<file path="src/blmc_pkg.sv">
`timescale 1ns / 1ps

package blmc_pkg;

	typedef logic [1:0] mode_t;

	localparam mode_t MODE_MANUAL = 2'd0;
	localparam mode_t MODE_FAST   = 2'd1;
	localparam mode_t MODE_SLOW   = 2'd2;

	localparam int REG_IDX_W = 3;
	typedef logic [REG_IDX_W-1:0] reg_idx_t;

	localparam reg_idx_t REG_DEBOUNCE_LIMIT   = 3'd0;
	localparam reg_idx_t REG_LONG_PRESS_TICKS = 3'd1;
	localparam reg_idx_t REG_FAST_HALF_PERIOD = 3'd2;
	localparam reg_idx_t REG_SLOW_ON_TICKS    = 3'd3;
	localparam reg_idx_t REG_SLOW_OFF_TICKS   = 3'd4;

	localparam int APB_ADDR_W = 5;
	localparam int APB_DATA_W = 32;

	localparam logic [7:0]  DEBOUNCE_LIMIT_RST   = 8'd20;
	localparam logic [15:0] LONG_PRESS_TICKS_RST = 16'd3000;
	localparam logic [15:0] FAST_HALF_PERIOD_RST = 16'd50;
	localparam logic [15:0] SLOW_ON_TICKS_RST    = 16'd100;
	localparam logic [15:0] SLOW_OFF_TICKS_RST   = 16'd900;

	typedef struct packed {
		logic  led_on;
		mode_t mode_now;
		logic  short_press;
		logic  long_press;
	} res_t;

	function automatic logic [15:0] sat_inc16(input logic [15:0] v);
		return (v == 16'hFFFF) ? v : v + 16'd1;
	endfunction

endpackage

</file>
<file path="src/blmc_if.sv">
`timescale 1ns / 1ps

interface blmc_in_if;
	logic valid;
	logic ready;
	logic button_level;

	modport source (output valid, output button_level, input ready);
	modport sink (input valid, input button_level, output ready);
endinterface

interface blmc_out_if;
	import blmc_pkg::*;

	logic  valid;
	logic  ready;
	logic  led_on;
	mode_t mode_now;
	logic  short_press;
	logic  long_press;

	modport source (output valid, output led_on, output mode_now, output short_press,
		output long_press, input ready);
	modport sink (input valid, input led_on, input mode_now, input short_press,
		input long_press, output ready);
endinterface

</file>
<file path="src/button_press_led_mode_controller.sv">
`timescale 1ns / 1ps

// Button press LED mode controller. Each item on tick is one millisecond sample of the raw
// button; each accepted item yields exactly one item on result, carrying the LED level, the
// mode and the short/long release pulses. One item is taken every clock cycle while tick's
// ready is high: all the debounce, hold timer and blink work is a single pass of logic
// between the state registers and the result register. A result register and one skid entry
// sit in front of result, so tick keeps its ready high while one result waits and drops it
// only when both entries are full. Registers on the APB port at byte address 4*i:
// 0 debounce_limit, 1 long_press_ticks, 2 fast_half_period, 3 slow_on_ticks,
// 4 slow_off_ticks; write them only while no item is in flight.
module button_press_led_mode_controller (
	input  logic                             clk,
	input  logic                             arst_n,
	input  logic                             psel,
	input  logic                             penable,
	input  logic                             pwrite,
	input  logic [blmc_pkg::APB_ADDR_W-1:0]  paddr,
	input  logic [blmc_pkg::APB_DATA_W-1:0]  pwdata,
	output logic [blmc_pkg::APB_DATA_W-1:0]  prdata,
	output logic                             pready,
	blmc_in_if.sink                          tick,
	blmc_out_if.source                       result
);
	import blmc_pkg::*;

	// configuration
	logic [7:0]  debounce_limit_q;
	logic [15:0] long_press_ticks_q;
	logic [15:0] fast_half_period_q;
	logic [15:0] slow_on_ticks_q;
	logic [15:0] slow_off_ticks_q;

	// tick state
	logic [7:0]  debounce_count_q;
	logic        held_flag_q;
	logic [15:0] hold_duration_q;
	logic [15:0] blink_count_q;
	mode_t       mode_q;
	logic        led_q;

	// result register and skid entry
	res_t out_q;
	res_t skid_q;
	logic out_valid_q;
	logic skid_valid_q;

	logic     cfg_wr;
	reg_idx_t cfg_idx;
	logic     push;
	logic     pop;

	logic [7:0]  debounce_count_d;
	logic        held_flag_d;
	logic [15:0] hold_duration_d;
	logic [15:0] blink_count_d;
	mode_t       mode_d;
	logic        led_d;
	res_t        res_d;

	assign pready  = 1'b1;
	assign cfg_wr  = psel && penable && pwrite && pready;
	assign cfg_idx = paddr[APB_ADDR_W-1:2];

	always_comb begin
		unique case (cfg_idx)
			REG_DEBOUNCE_LIMIT:   prdata = {24'd0, debounce_limit_q};
			REG_LONG_PRESS_TICKS: prdata = {16'd0, long_press_ticks_q};
			REG_FAST_HALF_PERIOD: prdata = {16'd0, fast_half_period_q};
			REG_SLOW_ON_TICKS:    prdata = {16'd0, slow_on_ticks_q};
			REG_SLOW_OFF_TICKS:   prdata = {16'd0, slow_off_ticks_q};
			default:              prdata = '0;
		endcase
	end

	always_ff @(posedge clk or negedge arst_n) begin
		if (!arst_n) begin
			debounce_limit_q   <= DEBOUNCE_LIMIT_RST;
			long_press_ticks_q <= LONG_PRESS_TICKS_RST;
			fast_half_period_q <= FAST_HALF_PERIOD_RST;
			slow_on_ticks_q    <= SLOW_ON_TICKS_RST;
			slow_off_ticks_q   <= SLOW_OFF_TICKS_RST;
		end else if (cfg_wr) begin
			unique case (cfg_idx)
				REG_DEBOUNCE_LIMIT:   debounce_limit_q   <= pwdata[7:0];
				REG_LONG_PRESS_TICKS: long_press_ticks_q <= pwdata[15:0];
				REG_FAST_HALF_PERIOD: fast_half_period_q <= pwdata[15:0];
				REG_SLOW_ON_TICKS:    slow_on_ticks_q    <= pwdata[15:0];
				REG_SLOW_OFF_TICKS:   slow_off_ticks_q   <= pwdata[15:0];
				default: ;
			endcase
		end
	end

	always_comb begin
		logic press_ev;
		logic is_long;
		press_ev         = 1'b0;
		is_long          = 1'b0;
		debounce_count_d = debounce_count_q;
		held_flag_d      = held_flag_q;
		hold_duration_d  = hold_duration_q;
		blink_count_d    = blink_count_q;
		mode_d           = mode_q;
		led_d            = led_q;

		// up/down integrator, hold timer runs only at the ceiling
		if (tick.button_level) begin
			if (debounce_count_q < debounce_limit_q) begin
				debounce_count_d = debounce_count_q + 8'd1;
			end else begin
				held_flag_d     = 1'b1;
				hold_duration_d = sat_inc16(hold_duration_q);
			end
		end else if (debounce_count_q != 8'd0) begin
			debounce_count_d = debounce_count_q - 8'd1;
		end else if (held_flag_q) begin
			held_flag_d = 1'b0;
			press_ev    = 1'b1;
		end

		// blink timing of the current mode
		if (mode_q == MODE_FAST) begin
			blink_count_d = sat_inc16(blink_count_q);
			if (blink_count_d >= fast_half_period_q) begin
				led_d         = !led_q;
				blink_count_d = '0;
			end
		end else if (mode_q == MODE_SLOW) begin
			blink_count_d = sat_inc16(blink_count_q);
			if (!led_q && blink_count_d >= slow_off_ticks_q) begin
				led_d         = 1'b1;
				blink_count_d = '0;
			end else if (led_q && blink_count_d >= slow_on_ticks_q) begin
				led_d         = 1'b0;
				blink_count_d = '0;
			end
		end

		// release event after the blink update
		if (press_ev) begin
			is_long = hold_duration_q >= long_press_ticks_q;
			if (mode_q == MODE_MANUAL) begin
				if (!is_long) begin
					led_d = !led_d;
				end else begin
					mode_d        = MODE_FAST;
					blink_count_d = '0;
					led_d         = 1'b0;
				end
			end else if (mode_q == MODE_FAST) begin
				if (is_long) begin
					mode_d        = MODE_SLOW;
					blink_count_d = '0;
					led_d         = 1'b1;
				end
			end else if (mode_q == MODE_SLOW) begin
				if (is_long) begin
					mode_d = MODE_MANUAL;
					led_d  = 1'b1;
				end
			end
			hold_duration_d = '0;
		end

		res_d.led_on      = led_d;
		res_d.mode_now    = mode_d;
		res_d.short_press = press_ev && !is_long;
		res_d.long_press  = press_ev && is_long;
	end

	assign tick.ready = !skid_valid_q;
	assign push       = tick.valid && tick.ready;
	assign pop        = out_valid_q && result.ready;

	always_ff @(posedge clk or negedge arst_n) begin
		if (!arst_n) begin
			debounce_count_q <= '0;
			held_flag_q      <= 1'b0;
			hold_duration_q  <= '0;
			blink_count_q    <= '0;
			mode_q           <= MODE_MANUAL;
			led_q            <= 1'b1;
		end else if (push) begin
			debounce_count_q <= debounce_count_d;
			held_flag_q      <= held_flag_d;
			hold_duration_q  <= hold_duration_d;
			blink_count_q    <= blink_count_d;
			mode_q           <= mode_d;
			led_q            <= led_d;
		end
	end

	always_ff @(posedge clk or negedge arst_n) begin
		if (!arst_n) begin
			out_valid_q  <= 1'b0;
			skid_valid_q <= 1'b0;
		end else begin
			if (pop) begin
				out_valid_q  <= skid_valid_q || push;
				skid_valid_q <= skid_valid_q && push;
			end else if (push) begin
				out_valid_q  <= 1'b1;
				skid_valid_q <= out_valid_q;
			end
		end
	end

	// payload needs no reset
	always_ff @(posedge clk) begin
		if (pop) begin
			if (skid_valid_q) begin
				out_q <= skid_q;
				if (push) begin
					skid_q <= res_d;
				end
			end else if (push) begin
				out_q <= res_d;
			end
		end else if (push) begin
			if (!out_valid_q) begin
				out_q <= res_d;
			end else begin
				skid_q <= res_d;
			end
		end
	end

	assign result.valid       = out_valid_q;
	assign result.led_on      = out_q.led_on;
	assign result.mode_now    = out_q.mode_now;
	assign result.short_press = out_q.short_press;
	assign result.long_press  = out_q.long_press;

`ifndef SYNTH
	a_skid_behind_out: assert property (@(posedge clk) disable iff (!arst_n)
		skid_valid_q |-> out_valid_q)
		else $error("skid entry held while result register empty");

	a_pulse_clears_held: assert property (@(posedge clk) disable iff (!arst_n)
		(push && (res_d.short_press || res_d.long_press)) |=> !held_flag_q)
		else $error("press pulse without held flag clearing");

	a_pulse_exclusive: assert property (@(posedge clk) disable iff (!arst_n)
		push |-> !(res_d.short_press && res_d.long_press))
		else $error("short and long press in one item");

	a_mode_only_on_item: assert property (@(posedge clk) disable iff (!arst_n)
		!push |=> $stable(mode_q) && $stable(led_q))
		else $error("tick state changed without an accepted item");

	a_skid_drains: assert property (@(posedge clk) disable iff (!arst_n)
		(pop && skid_valid_q && !push) |=> (out_valid_q && !skid_valid_q))
		else $error("skid entry not moved to result register");
`endif

endmodule

</file>
<file path="src/flat_wrapper.sv">
// flat-port wrapper written by rule: the top's interface ports become plain ports
module button_press_led_mode_controller_flat import blmc_pkg::*;
  (clk, arst_n, psel, penable, pwrite, paddr, pwdata, prdata, pready, tick_valid, tick_button_level, tick_ready, result_valid, result_led_on, result_mode_now, result_short_press, result_long_press, result_ready);
  blmc_in_if tick_i ();
  blmc_out_if result_i ();
  input  logic clk;
  input  logic arst_n;
  input  logic psel;
  input  logic penable;
  input  logic pwrite;
  input  logic [blmc_pkg::APB_ADDR_W-1:0] paddr;
  input  logic [blmc_pkg::APB_DATA_W-1:0] pwdata;
  output logic [blmc_pkg::APB_DATA_W-1:0] prdata;
  output logic pready;
  input wire logic [$bits(tick_i.valid)-1:0] tick_valid;
  input wire logic [$bits(tick_i.button_level)-1:0] tick_button_level;
  output wire logic [$bits(tick_i.ready)-1:0] tick_ready;
  output wire logic [$bits(result_i.valid)-1:0] result_valid;
  output wire logic [$bits(result_i.led_on)-1:0] result_led_on;
  output wire logic [$bits(result_i.mode_now)-1:0] result_mode_now;
  output wire logic [$bits(result_i.short_press)-1:0] result_short_press;
  output wire logic [$bits(result_i.long_press)-1:0] result_long_press;
  input wire logic [$bits(result_i.ready)-1:0] result_ready;
  assign tick_i.valid = tick_valid;
  assign tick_i.button_level = tick_button_level;
  assign tick_ready = tick_i.ready;
  assign result_valid = result_i.valid;
  assign result_led_on = result_i.led_on;
  assign result_mode_now = result_i.mode_now;
  assign result_short_press = result_i.short_press;
  assign result_long_press = result_i.long_press;
  assign result_i.ready = result_ready;
  button_press_led_mode_controller u_core (.clk(clk), .arst_n(arst_n), .psel(psel), .penable(penable), .pwrite(pwrite), .paddr(paddr), .pwdata(pwdata), .prdata(prdata), .pready(pready), .tick(tick_i), .result(result_i));
endmodule
</file>
<file path="config.mk">
export PLATFORM = sky130hd
export DESIGN_NAME = button_press_led_mode_controller_flat
export DESIGN_NICKNAME = d
export VERILOG_FILES = /design/src/blmc_pkg.sv /design/src/blmc_if.sv /design/src/button_press_led_mode_controller.sv /design/src/flat_wrapper.sv
export SDC_FILE = /design/constraint.sdc
export NUM_CORES = 1
export LEC_CHECK = 0
export BUFFER_PORTS_ARGS = -buffer_cell sky130_fd_sc_hd__buf_2
export CORE_MARGIN = 1.5
export CORE_UTILIZATION = 60
export CTS_CLUSTER_DIAMETER = 100
export CTS_CLUSTER_SIZE = 28
export DETAILED_ROUTE_END_ITERATION = 8
export PLACE_DENSITY = 0.81
export SETUP_SLACK_MARGIN = 0.3
export SLEW_MARGIN = 20
export SYNTH_ARGS = -nofsm -noshare
export SYNTH_HDL_FRONTEND = slang
export SYNTH_SLANG_ARGS = --single-unit
</file>
<file path="constraint.sdc">
create_clock -name clk -period 5.71 [get_ports clk]
set_input_delay 0.571 -clock clk [delete_from_list [all_inputs] [get_ports clk]]
set_output_delay 0.571 -clock clk [all_outputs]
set_load 0.01 [all_outputs]
</file>
* Word-level counts from Yosys, hierarchy flattened *
Index checks and enable logic that the tools add are counted.

word-level totals
  output and inout bits = 40
  logic and storage cells = 134
  input bits = 45
  bits in registers = 128

cells by class
  multiplexer cells = 56
  reductions and logical operators = 32
  magnitude comparators = 5
  equality and inequality tests = 16
  add/sub/neg operators = 4

operators with widths
  operator                 number
  $mux W16                 14
  $pmux W16 S5             1
  $ge A16 B16 Y1           4
  $mux W5                  9
  $add A16 B1 Y16 const B  2
  $eq A16 B16 Y1 const B   2
  $mux W8                  3
  $mux W1                  22
  $mux W2                  7
  $ne A2 B2 Y1 const B     6
  $reduce_and A2 Y1        5
  $reduce_bool A2 Y1       5
  $logic_and A1 B1 Y1      9
  $reduce_and A3 Y1        3
  $add A8 B1 Y8 const B    1
  $lt A8 B8 Y1             1
  $reduce_and A4 Y1        2
  $reduce_bool A8 Y1       1
  $sub A8 B1 Y8 const B    1
  $eq A3 B2 Y1 const B     2
  $logic_not A1 Y1         4
  $ne A2 B1 Y1 const B     2
  $eq A3 B1 Y1 const B     1
  $eq A3 B3 Y1 const B     1
  other kinds (5)          5

* Logic depth before layout (Yosys ltp) *
  depth after elaboration = 16
  mapped depth = 18
  mapped depth without buffers = 16

* Worst setup path after synthesis *
Ideal clock, no wire load.

  kind = register to register
  start point = register u_core.blink_count_q[0]
  end point = register u_core.blink_count_q[10]
  setup time = 121 ps
  data arrival time = 4071 ps
  required time = 5589 ps
  stages on the path, launching flop included = 18
  buffers on the path = 1
  clock period less this slack = 4192 ps
  setup slack = 1518 ps
  path through = dfrtp_1 ha_1 and3_1 nand4_1 nor3_1 nor2_1 nand3_1 xnor2_1 ha_1 nand4_1 or3_1 o32a_1 and3_1 o21a_1 a22oi_1 buf_2 nor2_1 o22a_1

on the way
  longest elaborated chain between the ends = 12
  elaborated cells on any way between the ends = 17
  classes of those cells = add/sub (1); order compare (3); eq/ne (1); mux (10); reduce/logical (2)

ends and longest elaborated chain
  item                                               RTL line                                                                          text
  start, declared                                    button_press_led_mode_controller.sv:38                                            logic [15:0] blink_count_q;
  start signal, assigned                             button_press_led_mode_controller.sv:188                                           blink_count_q <= blink_count_d;
  $add A16 B1 Y16 or $eq A16 B16 Y1 (tied branches)  blmc_pkg.sv:37                                                                    return (v == 16'hFFFF) ? v : v + 16'd1;
  $mux W16 (*)                                       blmc_pkg.sv:37
  $ge A16 B16 Y1                                     button_press_led_mode_controller.sv:134                                           end else if (led_q && blink_count_d >= slow_on_ticks_q) begin
  $logic_and A1 B1 Y1                                button_press_led_mode_controller.sv:134
  $mux W16                                           button_press_led_mode_controller.sv:134
  $mux W16                                           button_press_led_mode_controller.sv:131                                           if (!led_q && blink_count_d >= slow_off_ticks_q) begin
  $mux W16                                           button_press_led_mode_controller.sv:129                                           end else if (mode_q == MODE_SLOW) begin
  $mux W16 (*)                                       button_press_led_mode_controller.sv:123                                           if (mode_q == MODE_FAST) begin
  $mux W16                                           button_press_led_mode_controller.sv:144, button_press_led_mode_controller.sv:152
  $mux W16                                           button_press_led_mode_controller.sv:151                                           end else if (mode_q == MODE_FAST) begin
  $mux W16                                           button_press_led_mode_controller.sv:143                                           if (mode_q == MODE_MANUAL) begin
  $mux W16 (*)                                       button_press_led_mode_controller.sv:141                                           if (press_ev) begin

Mark *: on every way between the ends. The rest lies on a longest branch, timed or not.
A chain may end at the register's enable or synchronous reset.

* Worst setup path after layout *
  start point = register u_core.blink_count_q[0]
  end point = register u_core.out_q, in the netlist u_core.result.led_on, data pin

on the way
  longest elaborated chain between the ends = 16
  elaborated cells on any way between the ends = 25
  classes of those cells = add/sub (1); order compare (3); eq/ne (1); mux (17); reduce/logical (3)

ends and longest elaborated chain
  item                                               RTL line                                                                          text
  $add A16 B1 Y16 or $eq A16 B16 Y1 (tied branches)  blmc_pkg.sv:37
  $mux W16 (*)                                       blmc_pkg.sv:37
  $ge A16 B16 Y1                                     button_press_led_mode_controller.sv:134
  $logic_and A1 B1 Y1                                button_press_led_mode_controller.sv:134
  $mux W1                                            button_press_led_mode_controller.sv:134
  $mux W1                                            button_press_led_mode_controller.sv:131
  $mux W1                                            button_press_led_mode_controller.sv:129
  $mux W1 (*)                                        button_press_led_mode_controller.sv:123
  $mux W1                                            button_press_led_mode_controller.sv:152, button_press_led_mode_controller.sv:158
  $mux W1                                            button_press_led_mode_controller.sv:157                                           end else if (mode_q == MODE_SLOW) begin
  $mux W1                                            button_press_led_mode_controller.sv:151
  $mux W1                                            button_press_led_mode_controller.sv:143
  $mux W1 (*)                                        button_press_led_mode_controller.sv:141
  via u_core.led_d                                   button_press_led_mode_controller.sv:58                                            logic led_d;
  $mux W5, on equally long branches                  button_press_led_mode_controller.sv:221, button_press_led_mode_controller.sv:217
  $mux W5, on equally long branches                  button_press_led_mode_controller.sv:220, button_press_led_mode_controller.sv:212
  $mux W5 (*)                                        button_press_led_mode_controller.sv:211                                           if (pop) begin
  end signal, assigned                               button_press_led_mode_controller.sv:213                                           out_q <= skid_q;
  end signal, assigned                               button_press_led_mode_controller.sv:218                                           out_q <= res_d;
  end signal, assigned                               button_press_led_mode_controller.sv:222                                           out_q <= res_d;
  end, declared                                      button_press_led_mode_controller.sv:43                                            res_t out_q;

The timed path passes the listed nets; every way through them passes the cells marked *. The select of a mux whose other input is x is not followed.

==> flow_metrics.env <==
export IMPL_r2r_cells=14
export IMPL_max_freq_mhz=214
export IMPL_ant_nets=0
export IMPL_dp_hpwl_um=14500
export IMPL_slew_headroom_pct=37.9
export IMPL_final_min_clock_period_ps=4660
export IMPL_status="complete, no violations"
export IMPL_synth_edff_count=10
export IMPL_setup_violations=0
export IMPL_final_util_pct=69.0
export IMPL_setup_ws_ps=1050
export IMPL_maxCapViolations=0
export IMPL_die_w_um=121
export IMPL_antenna_cells=0
export IMPL_cts_root_buf="clkbuf_16"
export IMPL_crit_path_start_kind="register"
export IMPL_power_leakage_nw=4.38
export IMPL_cts_tree="yes"
export IMPL_max_vdd_ir_drop_mv=0.264
export IMPL_hold_ws_ps=260
export IMPL_overflow=0
export IMPL_die_area_um2=14700
export IMPL_dr_first_iter_drc_count=448
export IMPL_clock_path_buffers=2
export IMPL_async_reset_ff_share_pct=92.2
export IMPL_netlist_area_um2=8380
export IMPL_ios=85
export IMPL_cts_htree_levels=4
export IMPL_yosys_area_top_type="dfrtp_1"
export IMPL_synthMostInstantiatedCell="dfrtp_1"
export IMPL_synthToLayoutAreaGrowth_pct=10.7
export IMPL_crit_path_max_fanout=7
export IMPL_syn_area_per_cell_um2=9.34
export IMPL_dpl_cell_area_um2=8700
export IMPL_fin_cells=1125
export IMPL_required_ps=6010
export IMPL_gp_congestion=0.857
export IMPL_cp_end_kind="register"
export IMPL_yosysTopAreaCellShare_pct=29.3
export IMPL_cts_resized=0
export IMPL_via_per_inst=6.00
export IMPL_grt_pass1_wl_um=33000
export IMPL_place_inst=1093
export IMPL_hold_viol=0
export IMPL_cts_sinks=128
export IMPL_rows=42
export IMPL_synthFlopType="dfrtp_1"
export IMPL_ys_seq_area_share_pct=39.1
export IMPL_rsz0062_at_grt="no"
export IMPL_cts_clk_slew_worst_paths_ps=60
export IMPL_synth_commonest_cells="dfrtp_1 (98), nand2_1 (93), inv_1 (80)"
export IMPL_p_per_area_nw_per_um2=342
export IMPL_drive_gt1_share_pct=17.7
export IMPL_initial_core_util_pct=62.3
export IMPL_cp_arrival_ps=4960
export IMPL_skew_ps=5.45
export IMPL_path_class="reg -> reg"
export IMPL_cts_hold_buf=0
export IMPL_slew_viol_final=0
export IMPL_route_detailed_drc=0
export IMPL_core_um2=13500
export IMPL_drt_wl_total_um=20300
export IMPL_vias=6746
export IMPL_timing_final_crit_share_pct=81.7
export IMPL_ys_warn_count=0
export IMPL_crit_chain="ha_1 -> and3_1 -> nand4_1 -> or3_1 -> xnor2_1 -> ha_1 -> nand2b_1 -> a2111oi_0 -> o32a_1 -> a21oi_1 -> a211o_1 -> and3_1 -> nor4_2 -> mux2_2"
export IMPL_grt_pass1_vias=6573
export IMPL_drt_pre_antenna_iters=7
export IMPL_finalPower_mw=3.18
export IMPL_worst_path_largest_cell_delay_ps=620
export IMPL_hold_path_class="in -> async"
export IMPL_cts_setup_buffers=0
export IMPL_ys_ff_latch=128
export IMPL_post_route_cell_area_um2=9280
export IMPL_cp_slowest_cell="a2111oi_0"
export IMPL_worstMarginPinSlew_ps=931
export IMPL_place_worst_setup_slack_ps=1020
export IMPL_antenna_found_initial=0
export IMPL_syn_inst=897
export IMPL_ys_types=67
export IMPL_cts_buffers=17
export IMPL_portBuffers=49
export IMPL_worst_skew_pair_late_latency_ps=430
export IMPL_nFillCells=1039
export IMPL_post_drt_wl_per_cell_um=18.1
export IMPL_die_h_um=121
export IMPL_grt_start_max_net_pins=71
export IMPL_synth_area_leaders="dfrtp_1 (29%), ha_1 (12%), mux2_2 (6.3%), dfstp_2 (6.3%), nand2_1 (4.2%)"
export IMPL_grt_usage_pct=29.3
export IMPL_finalNetCount=1061
export IMPL_setup_tns_ps=0
per-layer routing:
layer  GRT usage, %  up-vias  routed length, um  part of all wire (%)
met4           12.6        0                573                   2.8
met5              0        -                  0                     0
met1           38.5     3248               8970                    44
met3           6.48       38                926                   4.6
li1               -     3244                  -                     -
met2           46.8      216               9840                    48
critical path: cells and delay by family (launching register included):
kind                     cells  cell delay, ps
AND/OR/NAND/NOR              6            1630
adder cells (fa/ha/maj)      2             540
flip-flops                   1             460
AO/OA/AOI/OAI                4            1280
multiplexers                 1             230
XOR/XNOR                     1             390
flip-flops by register name (all words and copies together) (netlist names):
signal                     count
u_core.debounce_count_q        8
u_core.debounce_limit_q        8
u_core.long_press_ticks_q     16
u_core.skid_q                  5
u_core.result.long_press       1
u_core.result.led_on           1
u_core.blink_count_q          16
u_core.skid_valid_q            1
u_core.slow_on_ticks_q        16
u_core.fast_half_period_q     16
u_core.held_flag_q             1
u_core.led_q                   1
u_core.slow_off_ticks_q       16
u_core.result.valid            1
u_core.result.short_press      1
u_core.result.mode_now         2
u_core.mode_q                  2
u_core.hold_duration_q        16
cell usage in the layout, fill, tap and decap left out, types with 4 or more instances in the layout:
cell / n
o21a_1: 8
clkinv_2: 4
nand3_1: 21
nor2b_1: 5
ha_1: 79
a211o_1: 4
or3_1: 5
a22oi_1: 25
nand2_1: 93
nand2b_1: 14
buf_2: 48
mux2_2: 47
o21ai_0: 66
buf_4: 8
and3_1: 8
nor3_1: 14
clkbuf_16: 17
dfstp_2: 20
edfxtp_1: 10
mux2i_1: 10
o22ai_1: 16
a21o_1: 15
nor2_1: 49
a31oi_1: 4
xnor2_1: 30
nand4_1: 13
conb_1: 17
inv_1: 80
nor4_1: 11
and4_1: 5
dfrtp_1: 98
a21oi_1: 38
where the power goes:
group,total [mW],switching (mW),internal (mW)
Clock,1.06,0.422,0.642
Sequential,1.27,0.151,1.12
Combinational,0.840,0.467,0.373
final timing paths:
kind | from | to | slack [ps]
min reg2reg | u_core.blink_count_q[7] | u_core.blink_count_q[7] | 520
min in group clk | result_ready | u_core.skid_valid_q | 350
max | u_core.blink_count_q[0] | u_core.result.led_on | 1050
max in group asynchronous | arst_n | u_core.hold_duration_q[12] | 4260
max reg2reg | u_core.blink_count_q[0] | u_core.result.led_on | 1050
min | arst_n | u_core.fast_half_period_q[2] | 260
logic make-up after synthesis:
logic type      count (synthesis)  synth area share [%]
buf+inv                       132                  6.75
xor+xnor                       33                  3.45
other cells                     2                0.0896
fa+ha+maj                      80                  12.0
compound gates                210                  16.1
flops                         128                  39.1
simple gates                  255                  15.0
mux                            57                  7.51
area by class of cell:
type                            count  area (um2)  share of cell area [%]
Clock buffer                       19         433                    4.67
Clock inverter                     13         139                    1.50
Tap cell                          176         220                    2.37
Inverter                           81         304                    3.28
Timing Repair Buffer               56         300                    3.24
Multi-Input combinational cell    652        4600                    49.6
Sequential cell                   128        3280                    35.3
Note: power is estimated with default switching activity, not from simulation.
